### config.mk
export PLATFORM = sky130hd
export DESIGN_NAME = stream_find_replace_unit
export DESIGN_NICKNAME = d
export VERILOG_FILES = /design/src/hw/rtl/sfr_pkg.sv /design/src/hw/rtl/sfr_prefix_cmp.sv /design/src/hw/rtl/stream_find_replace_unit.sv
export SDC_FILE = /design/constraint.sdc
export NUM_CORES = 1
export LEC_CHECK = 0
export ABC_AREA = 0
export BUFFER_PORTS_ARGS = -buffer_cell sky130_fd_sc_hd__buf_4
export CORE_UTILIZATION = 50
export DETAILED_ROUTE_END_ITERATION = 8
export PLACE_DENSITY = 0.72
export SYNTH_ARGS = -nofsm -noshare
export SYNTH_HDL_FRONTEND = slang
export SYNTH_HIERARCHICAL = 1
export SYNTH_SLANG_ARGS = --single-unit
### constraint.sdc
create_clock -name clk -period 3 [get_ports clk]
set_clock_uncertainty 0.2 [all_clocks]
set_input_delay 0.15 -clock clk [delete_from_list [all_inputs] [get_ports clk]]
set_output_delay 0.15 -clock clk [all_outputs]
set_load 0.02 [all_outputs]
### src/hw/rtl/sfr_pkg.sv
`timescale 1ns / 1ps
// ----------------------------------------------------------------------------
// sfr_pkg: shared types and constants for the stream find/replace unit
// Payload structs, register indexes and sequencer states.
// ----------------------------------------------------------------------------
package sfr_pkg;

  localparam int TEXT_W    = 8;   // one text byte
  localparam int LEN_W     = 4;   // length register width
  localparam int WORD_W    = 64;  // pattern / replacement word
  localparam int CFG_IDX_W = 3;   // register index port
  localparam int REP_MAX   = 8;   // longest replacement
  localparam int REP_IDX_W = 3;   // index into the replacement word

  localparam logic [CFG_IDX_W-1:0] REG_PATTERN_LENGTH     = 3'd0;
  localparam logic [CFG_IDX_W-1:0] REG_PATTERN_BYTES      = 3'd1;
  localparam logic [CFG_IDX_W-1:0] REG_REPLACEMENT_LENGTH = 3'd2;
  localparam logic [CFG_IDX_W-1:0] REG_REPLACEMENT_BYTES  = 3'd3;

  typedef struct packed {
    logic [TEXT_W-1:0] text_byte;
    logic              end_of_text;
  } in_t;

  typedef struct packed {
    logic [TEXT_W-1:0] out_byte;
    logic              from_replacement;
    logic              last_of_run;
    logic              end_of_output;
  } out_t;

  typedef enum logic [2:0] {
    ST_IDLE,
    ST_CHECK,
    ST_REPL,
    ST_FLUSH,
    ST_FIN
  } state_t;

endpackage

### src/hw/rtl/sfr_prefix_cmp.sv
`timescale 1ns / 1ps
// ----------------------------------------------------------------------------
// sfr_prefix_cmp: held-bytes prefix comparator
// Flags whether the held bytes are a prefix of the search pattern.
// ----------------------------------------------------------------------------
module sfr_prefix_cmp
  import sfr_pkg::*;
#(
  parameter int MAX_PATTERN = 8,
  parameter int CNT_W       = 4
) (
  input  logic [MAX_PATTERN*TEXT_W-1:0] held_flat,
  input  logic [CNT_W-1:0]              count,
  input  logic [CNT_W-1:0]              plen,
  input  logic [WORD_W-1:0]             pattern_bytes,
  output logic                          is_prefix
);

  // byte lanes compared side by side, masked beyond the fill count
  always_comb begin
    is_prefix = (count <= plen);
    for (int i = 0; i < MAX_PATTERN; i++) begin
      if ((CNT_W'(i) < count) &&
          (held_flat[i*TEXT_W +: TEXT_W] != pattern_bytes[i*TEXT_W +: TEXT_W])) begin
        is_prefix = 1'b0;
      end
    end
  end

endmodule

### src/hw/rtl/stream_find_replace_unit.sv
`timescale 1ns / 1ps
// ----------------------------------------------------------------------------
// stream_find_replace_unit: streaming find-and-replace over a byte stream
// Replaces leftmost, non-overlapping pattern hits with a replacement string.
// ----------------------------------------------------------------------------
// Usage:
//   in channel  : one text byte per transfer, end_of_text on the final byte.
//   out channel : one rewritten byte per transfer; last_of_run closes the
//                 results caused by one input, end_of_output the whole text.
//   cfg channel : register writes (0 pattern length, 1 pattern bytes,
//                 2 replacement length, 3 replacement bytes); ready only
//                 while idle with no input offered, so an input offered in
//                 the same cycle goes first. Writing either pattern register
//                 drops held bytes.
// Timing:
//   in_ready stays low after an input transfer until every result byte that
//   transfer causes has been produced, so one input is handled at a time:
//   one result byte per cycle on the shared compare/shift datapath unless
//   the output stalls, plus a check and a close state.
//   Results reach the port through the pending slot and the output register.
// Reset: synchronous; clears the hold, the output register and restores
//   pattern length 1 / pattern 0x00 / replacement length 1 / replacement 0x00.
// Stall: one result waits in a pending slot and one in the output register;
//   the sequencer waits while both are full and it has a result to hand on.
// ----------------------------------------------------------------------------
module stream_find_replace_unit
  import sfr_pkg::*;
#(
  parameter int MAX_PATTERN = 8
) (
  input  logic                 clk,
  input  logic                 rst,
  input  logic                 in_valid,
  output logic                 in_ready,
  input  in_t                  in_data,
  output logic                 out_valid,
  input  logic                 out_ready,
  output out_t                 out_data,
  input  logic                 cfg_valid,
  output logic                 cfg_ready,
  input  logic [CFG_IDX_W-1:0] cfg_index,
  input  logic [WORD_W-1:0]    cfg_data
);

  localparam int CNT_W = $clog2(MAX_PATTERN + 1);
  localparam int IDX_W = (MAX_PATTERN > 1) ? $clog2(MAX_PATTERN) : 1;

  // configuration
  logic [LEN_W-1:0]  pattern_length;
  logic [WORD_W-1:0] pattern_bytes;
  logic [LEN_W-1:0]  replacement_length;
  logic [WORD_W-1:0] replacement_bytes;

  // hold of a partial match
  logic [TEXT_W-1:0] held [MAX_PATTERN];
  logic [CNT_W-1:0]  count;
  logic              last_r;
  logic [REP_IDX_W-1:0] rep_idx;

  // pending result: sent on once we know whether another follows
  logic              pend_valid;
  logic [TEXT_W-1:0] pend_byte;
  logic              pend_rep;

  state_t state, state_next;

  logic [MAX_PATTERN*TEXT_W-1:0] held_flat;
  logic [CNT_W-1:0] plen_eff;
  logic [LEN_W-1:0] rlen_eff;
  logic             is_prefix;

  logic              accept, cfg_wr;
  logic              slot_free, can_go;
  logic              produce, prod_fire;
  logic [TEXT_W-1:0] prod_byte;
  logic              prod_rep;
  logic              drop, clr_cnt, rep_step;
  logic              push, fin_fire;
  out_t              push_data;

  for (genvar g = 0; g < MAX_PATTERN; g++) begin : g_flat
    assign held_flat[g*TEXT_W +: TEXT_W] = held[g];
  end

  // clamp lengths into their legal ranges
  always_comb begin
    if (pattern_length == '0) begin
      plen_eff = CNT_W'(1);
    end else if (pattern_length > LEN_W'(MAX_PATTERN)) begin
      plen_eff = CNT_W'(MAX_PATTERN);
    end else begin
      plen_eff = CNT_W'(pattern_length);
    end
    if (replacement_length == '0) begin
      rlen_eff = LEN_W'(1);
    end else if (replacement_length > LEN_W'(REP_MAX)) begin
      rlen_eff = LEN_W'(REP_MAX);
    end else begin
      rlen_eff = replacement_length;
    end
  end

  sfr_prefix_cmp #(
    .MAX_PATTERN (MAX_PATTERN),
    .CNT_W       (CNT_W)
  ) u_cmp (
    .held_flat     (held_flat),
    .count         (count),
    .plen          (plen_eff),
    .pattern_bytes (pattern_bytes),
    .is_prefix     (is_prefix)
  );

  assign in_ready  = (state == ST_IDLE);
  // an offered input goes first; a write never lands in the same cycle
  assign cfg_ready = (state == ST_IDLE) && !in_valid;
  assign accept    = in_valid && in_ready;
  assign cfg_wr    = cfg_valid && cfg_ready;

  assign slot_free = !out_valid || out_ready;
  assign can_go    = !pend_valid || slot_free;
  assign prod_fire = produce && can_go;

  always_ff @(posedge clk) begin
    if (rst) begin
      state <= ST_IDLE;
    end else begin
      state <= state_next;
    end
  end

  // sequencer
  always_comb begin
    state_next = state;
    produce    = 1'b0;
    prod_byte  = held[0];
    prod_rep   = 1'b0;
    drop       = 1'b0;
    clr_cnt    = 1'b0;
    rep_step   = 1'b0;
    fin_fire   = 1'b0;
    case (state)
      ST_IDLE: begin
        if (accept) begin
          state_next = ST_CHECK;
        end
      end
      ST_CHECK: begin
        if ((count != '0) && !is_prefix) begin
          // front byte can no longer start a match: send it and re-check
          produce = 1'b1;
          drop    = can_go;
        end else if (count == plen_eff) begin
          clr_cnt    = 1'b1;
          state_next = ST_REPL;
        end else if (last_r && (count != '0)) begin
          state_next = ST_FLUSH;
        end else begin
          state_next = ST_FIN;
        end
      end
      ST_REPL: begin
        produce   = 1'b1;
        prod_byte = replacement_bytes[rep_idx*TEXT_W +: TEXT_W];
        prod_rep  = 1'b1;
        rep_step  = can_go;
        if (can_go && (LEN_W'(rep_idx) + LEN_W'(1) == rlen_eff)) begin
          state_next = ST_FIN;
        end
      end
      ST_FLUSH: begin
        produce = 1'b1;
        drop    = can_go;
        if (can_go && (count == CNT_W'(1))) begin
          state_next = ST_FIN;
        end
      end
      ST_FIN: begin
        if (!pend_valid) begin
          state_next = ST_IDLE;
        end else if (slot_free) begin
          fin_fire   = 1'b1;
          state_next = ST_IDLE;
        end
      end
      default: begin
        state_next = ST_IDLE;
      end
    endcase
  end

  assign push = (prod_fire && pend_valid) || fin_fire;

  always_comb begin
    push_data.out_byte         = pend_byte;
    push_data.from_replacement = pend_rep;
    push_data.last_of_run      = fin_fire;
    push_data.end_of_output    = fin_fire && last_r;
  end

  always_ff @(posedge clk) begin
    if (rst) begin
      pattern_length     <= LEN_W'(1);
      pattern_bytes      <= '0;
      replacement_length <= LEN_W'(1);
      replacement_bytes  <= '0;
      count              <= '0;
      pend_valid         <= 1'b0;
      out_valid          <= 1'b0;
    end else begin
      if (cfg_wr) begin
        case (cfg_index)
          REG_PATTERN_LENGTH: begin
            pattern_length <= cfg_data[LEN_W-1:0];
            count          <= '0;
          end
          REG_PATTERN_BYTES: begin
            pattern_bytes <= cfg_data;
            count         <= '0;
          end
          REG_REPLACEMENT_LENGTH: begin
            replacement_length <= cfg_data[LEN_W-1:0];
          end
          REG_REPLACEMENT_BYTES: begin
            replacement_bytes <= cfg_data;
          end
          default: begin
          end
        endcase
      end

      if (accept) begin
        held[count[IDX_W-1:0]] <= in_data.text_byte;
        count                  <= count + CNT_W'(1);
      end else if (drop) begin
        for (int i = 0; i < MAX_PATTERN - 1; i++) begin
          held[i] <= held[i+1];
        end
        count <= count - CNT_W'(1);
      end else if (clr_cnt) begin
        count <= '0;
      end

      if (prod_fire) begin
        pend_valid <= 1'b1;
      end else if (fin_fire) begin
        pend_valid <= 1'b0;
      end

      if (push) begin
        out_valid <= 1'b1;
      end else if (out_ready) begin
        out_valid <= 1'b0;
      end
    end
  end

  // payload registers
  always_ff @(posedge clk) begin
    if (accept) begin
      last_r  <= in_data.end_of_text;
      rep_idx <= '0;
    end else if (rep_step) begin
      rep_idx <= rep_idx + REP_IDX_W'(1);
    end
    if (prod_fire) begin
      pend_byte <= prod_byte;
      pend_rep  <= prod_rep;
    end
    if (push) begin
      out_data <= push_data;
    end
  end

endmodule

* Yosys cells after proc, flatten, opt, wreduce, memory -nomap -nowiden
Memories as Yosys holds them, arrays and structs flattened.
Cells that the tools add are included.
** Operators by class
- Mux-type cells :: 53
- Eq/ne operators :: 23
- Div/mod/pow operators :: 0
- Shift operators :: 1
- Reductions and logical operators :: 43
- $lt $le $gt $ge :: 11
- Multipliers :: 0
- Add/sub/neg operators :: 4
- Bitwise logic cells :: 0
** Operator list (count)
- != test 8 bit :: 8
- indexed part select 64 x 7 -> 8 bit :: 1
- two-way mux 4 bit :: 9
- two-way mux 1 bit :: 30
- two-way mux 3 bit :: 9
- logical AND 1 bit :: 18
- less-than comparator 3 x 4 -> 1 bit (first input constant) :: 4
- two-way mux 8 bit :: 2
- case mux 3 bit (5 select lines) :: 1
- equality test 3 x 2 -> 1 bit (second input constant) :: 4
- nonzero test 4 bit :: 3
- AND reduction 2 bit :: 5
- equality test 4 bit :: 2
- greater-than comparator 4 bit (second input constant) :: 2
- logical NOT 4 bit :: 2
- less-than comparator 1 x 4 -> 1 bit (first input constant) :: 2
- less-than comparator 2 x 4 -> 1 bit (first input constant) :: 2
- OR reduction 8 bit :: 1
- equality test 3 x 1 -> 1 bit (second input constant) :: 2
- logical NOT 3 bit :: 2
- != test 2 bit (second input constant) :: 3
- AND reduction 5 bit :: 1
- adder 3 x 1 -> 4 bit (second input constant) :: 1
- adder 4 x 1 -> 4 bit (second input constant) :: 1
- 12 further kinds :: 20
** Word-level totals
- Bits in read-only memories :: 0
- Flip-flop bits (word level) :: 169
- Memories :: 1
- Word-level logic and storage cells :: 152
- Bits in writable memories :: 64
- Output and inout port bits :: 14
- Latch bits :: 0
** Memory list
- held :: words 8, bits a word 8, rd ports 8, clocked after Yosys merged registers in 0, wr ports 7, line stream_find_replace_unit.sv:55 : logic [TEXT_W-1:0] held [MAX_PATTERN];

* Depth between registers and ports, before layout
Gate-level depths: netlist of the first run.
- Depth in word-level cells :: 22
- Mapped depth :: 17

* By module
Netlist of the first run, hierarchy kept.
** Modules (own cells, without submodules)
- stream_find_replace_unit :: times used 1, seq. area each 5515.3 um2, area each 9564.2 um2, cells each 975
- sfr_prefix_cmp :: times used 1, seq. area each 0.0 um2, area each 857.1 um2, cells each 111

* Least setup slack after synthesis of the first run
OpenSTA, ideal clock, no wires.
- Path kind :: register -> register
- From :: reg pattern_length[3]
- To :: mem held[5][0], data pin
- Period minus slack after synthesis :: 3022 ps
- Data arrival time :: 2565 ps
- Path slack :: -22 ps
- Stages on the path, launching flop included :: 17
- Cells stage by stage :: dfxtp_1 -> clkbuf_1 -> clkbuf_1 -> inv_1 -> ha_1 -> a21oi_1 -> o21ai_0 -> o2bb2ai_1 -> nor4_1 -> nand2b_1 -> and3_4 -> nand2_4 -> nor2_2 -> buf_6 -> buf_6 -> buf_6 -> a21o_1
** RTL lines
- start: declaration :: line stream_find_replace_unit.sv:49 : logic [LEN_W-1:0] pattern_length;
- start signal: assignment :: line stream_find_replace_unit.sv:214 : pattern_length <= cfg_data[LEN_W-1:0];
- end: declaration :: line stream_find_replace_unit.sv:55

==> results.json, run 1 <==
{
  "worst_slack_ns": -0.152,
  "synthesis.nets": 1175,
  "finalSetupViolCount": 102,
  "placed_cells": 1440,
  "die_h_microns": 146,
  "postRouteAntennaNets": 0,
  "wirelength_microns": 30100,
  "h-tree-depth": 1,
  "hold_class": "in -> reg",
  "violations": "setup timing",
  "fin_crit_sh": 1.05,
  "synthArstFlopShare": 0,
  "place_hpwl_microns": 19300,
  "antenna_found_initial": 0,
  "drt_iter0_drc": 625,
  "status": "complete, but fails checks",
  "num-nets-final": 1388,
  "area_growth_pct": 32.6,
  "drv_slew": 0,
  "grt_pass1_wl_microns": 46100,
  "netlist_area_sq_um": 10400,
  "vias": 8794,
  "core_area_sq_um": 20400,
  "crit_type": "reg -> reg",
  "diodes": 0,
  "io_buffers": 94,
  "ctsRootBufferMaster": "clkbuf_16",
  "track_usage": 0.276,
  "placementRows": 52,
  "worst-slew-pin-transition_ns": 0.736,
  "max-slew-margin-rel": 0.509,
  "yosys_warnings": 6,
  "drt_pass1_iterations": 5,
  "grt_max_degree": 65,
  "path_common_cell": "buf_4",
  "cts_tree": "built",
  "cts.sinks": 233,
  "irDropWorstVdd_mv": 0.448,
  "final_core_util": 0.678,
  "cts_buffers": 25,
  "vias_per_cell": 5.54,
  "cp-start-kind": "flop",
  "max_freq_mhz": 317,
  "fp.dieW_microns": 146,
  "ios": 95,
  "hold_viol": 0,
  "worst_ep_required_time_ns": 3.06,
  "synthCells": 1086,
  "clk_latency_ns": 0.51,
  "slowest_stage": "edfxtp_1",
  "ys_seq_elements": 233,
  "postSynthAreaPerCell_sq_um": 9.60,
  "worstPathArrival_ns": 3.21,
  "power.leakage_nw": 5.07,
  "n_fill_cell": 1522,
  "grt_pass1_vias": 8655,
  "synth_cell_types": 61,
  "layoutNonFillerInstCount": 1587,
  "final-seq-area_sq_um": 5520,
  "place_congestion": 0.889,
  "worstSetupEndpointType": "flop",
  "critPathMaxStageDelay_ns": 0.42,
  "drc": 0,
  "fin_crit_ns": 3.15,
  "synth_edf_count": 85,
  "post_drt_wl_per_cell_microns": 18.9,
  "clkSlewWorstSetupHoldPaths_ns": 0.07,
  "grt-ovfl-total": 0,
  "power_density_nw_per_um2": 696,
  "synthFlopType": "dfxtp_1",
  "multi_input_area_sq_um": 4670,
  "clockBufferDepth": 3,
  "crit_chain": "xnor2_1, nand4_1, buf_4, o21ai_1, a211oi_2, nor4_4, buf_4, nand2b_4, and3_4, nand2_4, nor2_4, buf_12, clkbuf_16, a21o_1",
  "die-area_sq_um": 21400,
  "ys_seq_area_frac": 0.529,
  "drv_cap": 0,
  "initial_core_util": 0.512,
  "layout-drive-gt1-share": 0.214,
  "path_max_fanout": 5,
  "rsz0062_at_grt": "yes"
}
## stage by stage
| step | TNS, ns | worst slack (ns) | total power [W] | hold slack, ns | instance area [sq um] |
|---|---|---|---|---|---|
| after global placement | -10.50 | -0.127 | 0.00587 | 0.136 | 11600 |
| final | -7.01 | -0.152 | 0.00961 | 0.0208 | 13800 |
| after detailed placement | -19.23 | -0.205 | 0.00591 | 0.138 | 11600 |
| after floorplan | 0 | 0.0598 | 0.00517 | 0.0489 | 10400 |
| after CTS | -5.10 | -0.0852 | 0.00935 | 0.00105 | 13600 |
| after global routing | -23.90 | -0.277 | 0.00998 | 0.0299 | 13800 |
## layer usage
layer  routed length, microns  vias up  global-route usage
li1                         -     4165                   -
met1                    12000     4222               0.344
met2                    15000      322               0.474
met3                     1740       85              0.0444
met4                     1280        0               0.117
met5                        0        -                   0
## worst paths after layout
check	from	end	slack, ns	cells after the start
worst min-delay path	in_data[2]	held[2][1]	0.02	4
worst min register to register	pend_byte[2]	out_data[5]	0.22	0
worst max register to register	held[6][0]	held[2][4]	-0.15	14
worst max-delay path	held[6][0]	held[2][4]	-0.15	14
## synth_stat cells, drive strengths merged (14+ instances only)
| cell | n | area [sq um] |
|---|---|---|
| xnor2 | 66 | 578 |
| mux4 | 16 | 360 |
| buf | 32 | 240 |
| nand4 | 20 | 125 |
| clkbuf | 44 | 165 |
| edfxtp | 85 | 2550 |
| dfxtp | 148 | 2960 |
| inv | 14 | 52.6 |
| o21ai | 15 | 75.1 |
| nor2 | 40 | 155 |
| nand2 | 279 | 1050 |
| a21o | 56 | 420 |
| nor2b | 15 | 93.8 |
| a21oi | 161 | 806 |
## critical path: cells and delay by family (launching register included)
family                 cells  cell delay [ns]
XOR/XNOR                   1             0.17
AO/OA/AOI/OAI              3             0.45
AND/OR/NAND/NOR            6             0.92
buffers and inverters      4             0.73
flip-flops                 1             0.42
## final cells by class
cell class,count,area share
Sequential cell,233,0.399
Multi-Input combinational cell,764,0.338
Timing Repair Buffer,260,0.172
Clock buffer,31,0.0506
Tap cell,270,0.0244
Clock inverter,14,0.0111
Inverter,14,0.00407
Timing Repair inverter,1,0.000543
## layout by cell type, fill, tap and decap left out, drive strengths merged, types with 2 or more instances in the layout
cell / Yosys / final
o31ai: 2 / 2
clkinv: 0 / 10
nor3: 4 / 4
xor2: 4 / 4
or3: 2 / 2
a21o: 56 / 56
nand3: 11 / 11
xnor2: 66 / 66
mux2i: 11 / 11
and3: 4 / 4
nor3b: 3 / 3
dlygate4sd3: 0 / 80
a31oi: 2 / 2
a32oi: 2 / 2
mux4: 16 / 16
buf: 32 / 177
clkbuf: 44 / 34
o21ai: 15 / 15
nand4: 20 / 20
nor2b: 15 / 15
a21oi: 161 / 161
or4b: 2 / 2
clkinvlp: 0 / 3
nand3b: 3 / 3
inv: 14 / 13
o22ai: 2 / 2
nor4: 4 / 4
and2: 2 / 2
ha: 8 / 8
edfxtp: 85 / 85
bufinv: 0 / 3
nor2: 40 / 41
dfxtp: 148 / 148
a211o: 2 / 2
nand2: 279 / 279
nand2b: 6 / 6
## repair_timing
| action | 4_1_cts | 5_1_grt |
|---|---|---|
| hold endpoints to repair | 170 | 0 |
| cloned | 4 | 2 |
| endpoints found under the setup margin | 146 | 148 |
| pin swaps | 42 | 21 |
| resized for setup | 29 | 37 |
| setup buffers | 13 | 5 |
| hold buffers | 80 | 0 |
## report_power, final
group / leakage (nW) / internal, W / switching (W)
sequential: 1.96 / 0.00364 / 0.000195
combinational: 2.68 / 0.00123 / 0.00138
clock: 0.420 / 0.00191 / 0.00125
total: 5.07 / 0.00678 / 0.00283
## sequential cells by signal (all words and copies together), names as in the netlist
name	cells
held	64
pattern_bytes	64
replacement_bytes	64
out_data	11
pend_byte	8
count	4
pattern_length	4
replacement_length	4
rep_idx	3
state	3
last_r	1
out_valid	1
pend_rep	1
pend_valid	1
## cell families after synthesis
kind of cell | synth area share
compound gates | 0.145
xor+xnor | 0.0588
fa+ha+maj | 0.00961
buf+inv | 0.0439
flops | 0.529
mux | 0.0451
simple gates | 0.168
Note: power is estimated with default switching activity, not from simulation.
==> run 2: changes to the inputs <==
CORE_UTILIZATION = 54   (was 50)
PLACE_DENSITY = 0.76   (was 0.72)
RECOVER_POWER = 25   (was default)
==> run 2 against run 1 <==
Net effect:
- the run still ends with setup timing left
- sequential share of layout area rose by 0.69 points
- flip-flop and latch count did not move
- sequential power barely moved
- global-route usage rose by 3.1 points
- total power fell by 2.7%
- critical path depth fell by 1
- largest cell class unchanged
==> results.json, run 2 (synthesis gave the netlist of run 1 again) <==
{
  "pwr-share-comb": 0.250,
  "die_h_microns": 141,
  "post_drt_wl_per_cell_microns": 19.2,
  "hold_ws_ns": 0.0189,
  "worst-slew-pin-transition_ns": 1.05,
  "finalSetupViolCount": 112,
  "hold_viol": 0,
  "grt_pass1_wl_microns": 46500,
  "reg2reg_slack_ns": -0.17,
  "layout-drive-gt1-share": 0.195,
  "clockBufferDepth": 3,
  "grt_max_degree": 65,
  "clk_latency_ns": 0.51,
  "core_area_sq_um": 18800,
  "io_buffers": 94,
  "p_sw_w": 0.00273,
  "hold_depth": 4,
  "irDropWorstVdd_mv": 0.577,
  "antenna_found_initial": 0,
  "violations": "setup timing",
  "n_fill_cell": 1319,
  "drv_cap": 0,
  "grt-ovfl-total": 0,
  "die-area_sq_um": 19900,
  "placed_cells": 1441,
  "hold_class": "in -> reg",
  "rsz0062_at_grt": "yes",
  "place_congestion": 0.862,
  "sw_frac_of_total": 0.292,
  "drt_iter0_drc": 720,
  "layoutNonFillerInstCount": 1581,
  "pwr-share-clk": 0.340,
  "clkSlewWorstSetupHoldPaths_ns": 0.06,
  "power_density_nw_per_um2": 688,
  "path_max_fanout": 12,
  "grt_pass1_vias": 8769,
  "drv_slew": 0,
  "final-seq-area_sq_um": 5520,
  "worst_slack_ns": -0.170,
  "multi_input_area_sq_um": 4600,
  "reg_top3": "held (64), pattern_bytes (64), replacement_bytes (64)",
  "cts_buffers": 25,
  "num-nets-final": 1392,
  "vias": 9022,
  "fin_crit_ns": 3.17,
  "fp.dieW_microns": 141,
  "final_common_cell": "nand2_1",
  "cts.sinks": 233,
  "diodes": 0,
  "internal_power_w": 0.00662,
  "worstSetupEndpointType": "flop",
  "ctsRootBufferMaster": "clkbuf_16",
  "power.leakage_nw": 4.98,
  "worstPathArrival_ns": 3.24,
  "ios": 95,
  "cts_tree": "built",
  "postRouteAntennaNets": 0,
  "vias_per_cell": 5.71,
  "place_area_sq_um": 11700,
  "area_growth_pct": 30.4,
  "max-slew-margin-rel": 0.296,
  "fin_area_sq_um": 13600,
  "seq_power_share": 0.410,
  "drt_pass1_iterations": 7,
  "wirelength_microns": 30400,
  "placementRows": 50,
  "fin_crit_sh": 1.06,
  "h-tree-depth": 1,
  "reg2regPathDepth": 13,
  "track_usage": 0.307,
  "max_freq_mhz": 315,
  "cp-start-kind": "flop",
  "crit_type": "reg -> reg",
  "status": "complete, but fails checks",
  "initial_core_util": 0.553,
  "drc": 0,
  "worst_ep_required_time_ns": 3.07,
  "layout_common_cells": "nand2_1, a21oi_1, buf_4",
  "place_hpwl_microns": 19600
}
run 2: critical path, cell delays in order (launching register included):
cell and delay [ns]:
edfxtp_1 0.42, xnor2_1 0.21, nand4_1 0.16, nor4_2 0.29, buf_4 0.16, a41oi_2 0.14, nor4_2 0.32, buf_4 0.15
nand2b_1 0.06, and3_4 0.21, nand2_8 0.10, nor2_4 0.11, clkbuf_16 0.22, a21o_1 0.18
run 2: metal layers:
metal / wire length, microns / GRT usage / vias to the layer above
met3: 2250 / 0.0438 / 86
met4: 1300 / 0.136 / 0
li1: - / - / 4187
met5: 0 / 0 / -
met1: 11800 / 0.377 / 4295
met2: 15100 / 0.538 / 454
run 2: cell type report:
class	instances	share of cell area
inverters	14	0.00387
well taps	260	0.0239
flip-flops and latches	233	0.406
repair buffers	264	0.165
clock buffers	31	0.0499
multi-input cells	765	0.338
clock inverters	14	0.0124
run 2: power groups by stage:
stage | combinational [W] | clock [W] | sequential (W)
floorplan | 0.00133 | 0 | 0.00384
global placement | 0.00199 | 0 | 0.00389
detailed placement | 0.00203 | 0 | 0.00390
CTS | 0.00229 | 0.00321 | 0.00383
global route | 0.00251 | 0.00332 | 0.00385
finish | 0.00233 | 0.00318 | 0.00383
run 2: final timing paths:
check               start           to
max            held[2][6]   held[1][7]
min reg2reg  pend_byte[5]  out_data[8]
max reg2reg    held[2][6]   held[1][7]
min            in_data[8]   held[0][7]
run 2: metrics by stage:
step	power, W	util	TNS (ns)	setup slack (ns)
6_report	0.00935	0.721	-12.15	-0.170
5_1_grt	0.00969	0.721	-29.45	-0.286
4_1_cts	0.00932	0.722	-10.40	-0.143
3_5_place_dp	0.00593	0.621	-33.50	-0.359
3_3_place_gp	0.00589	0.621	-24.17	-0.296
2_1_floorplan	0.00517	-	0	0.0598
run 2: what timing repair did:
item,in CTS,in global routing
gates cloned,5,0
hold buffers,84,0
endpoints found under the setup margin,147,149
pin swaps,9,7
endpoints found under the hold margin,161,0
setup buffers,4,2
resized for setup,25,17
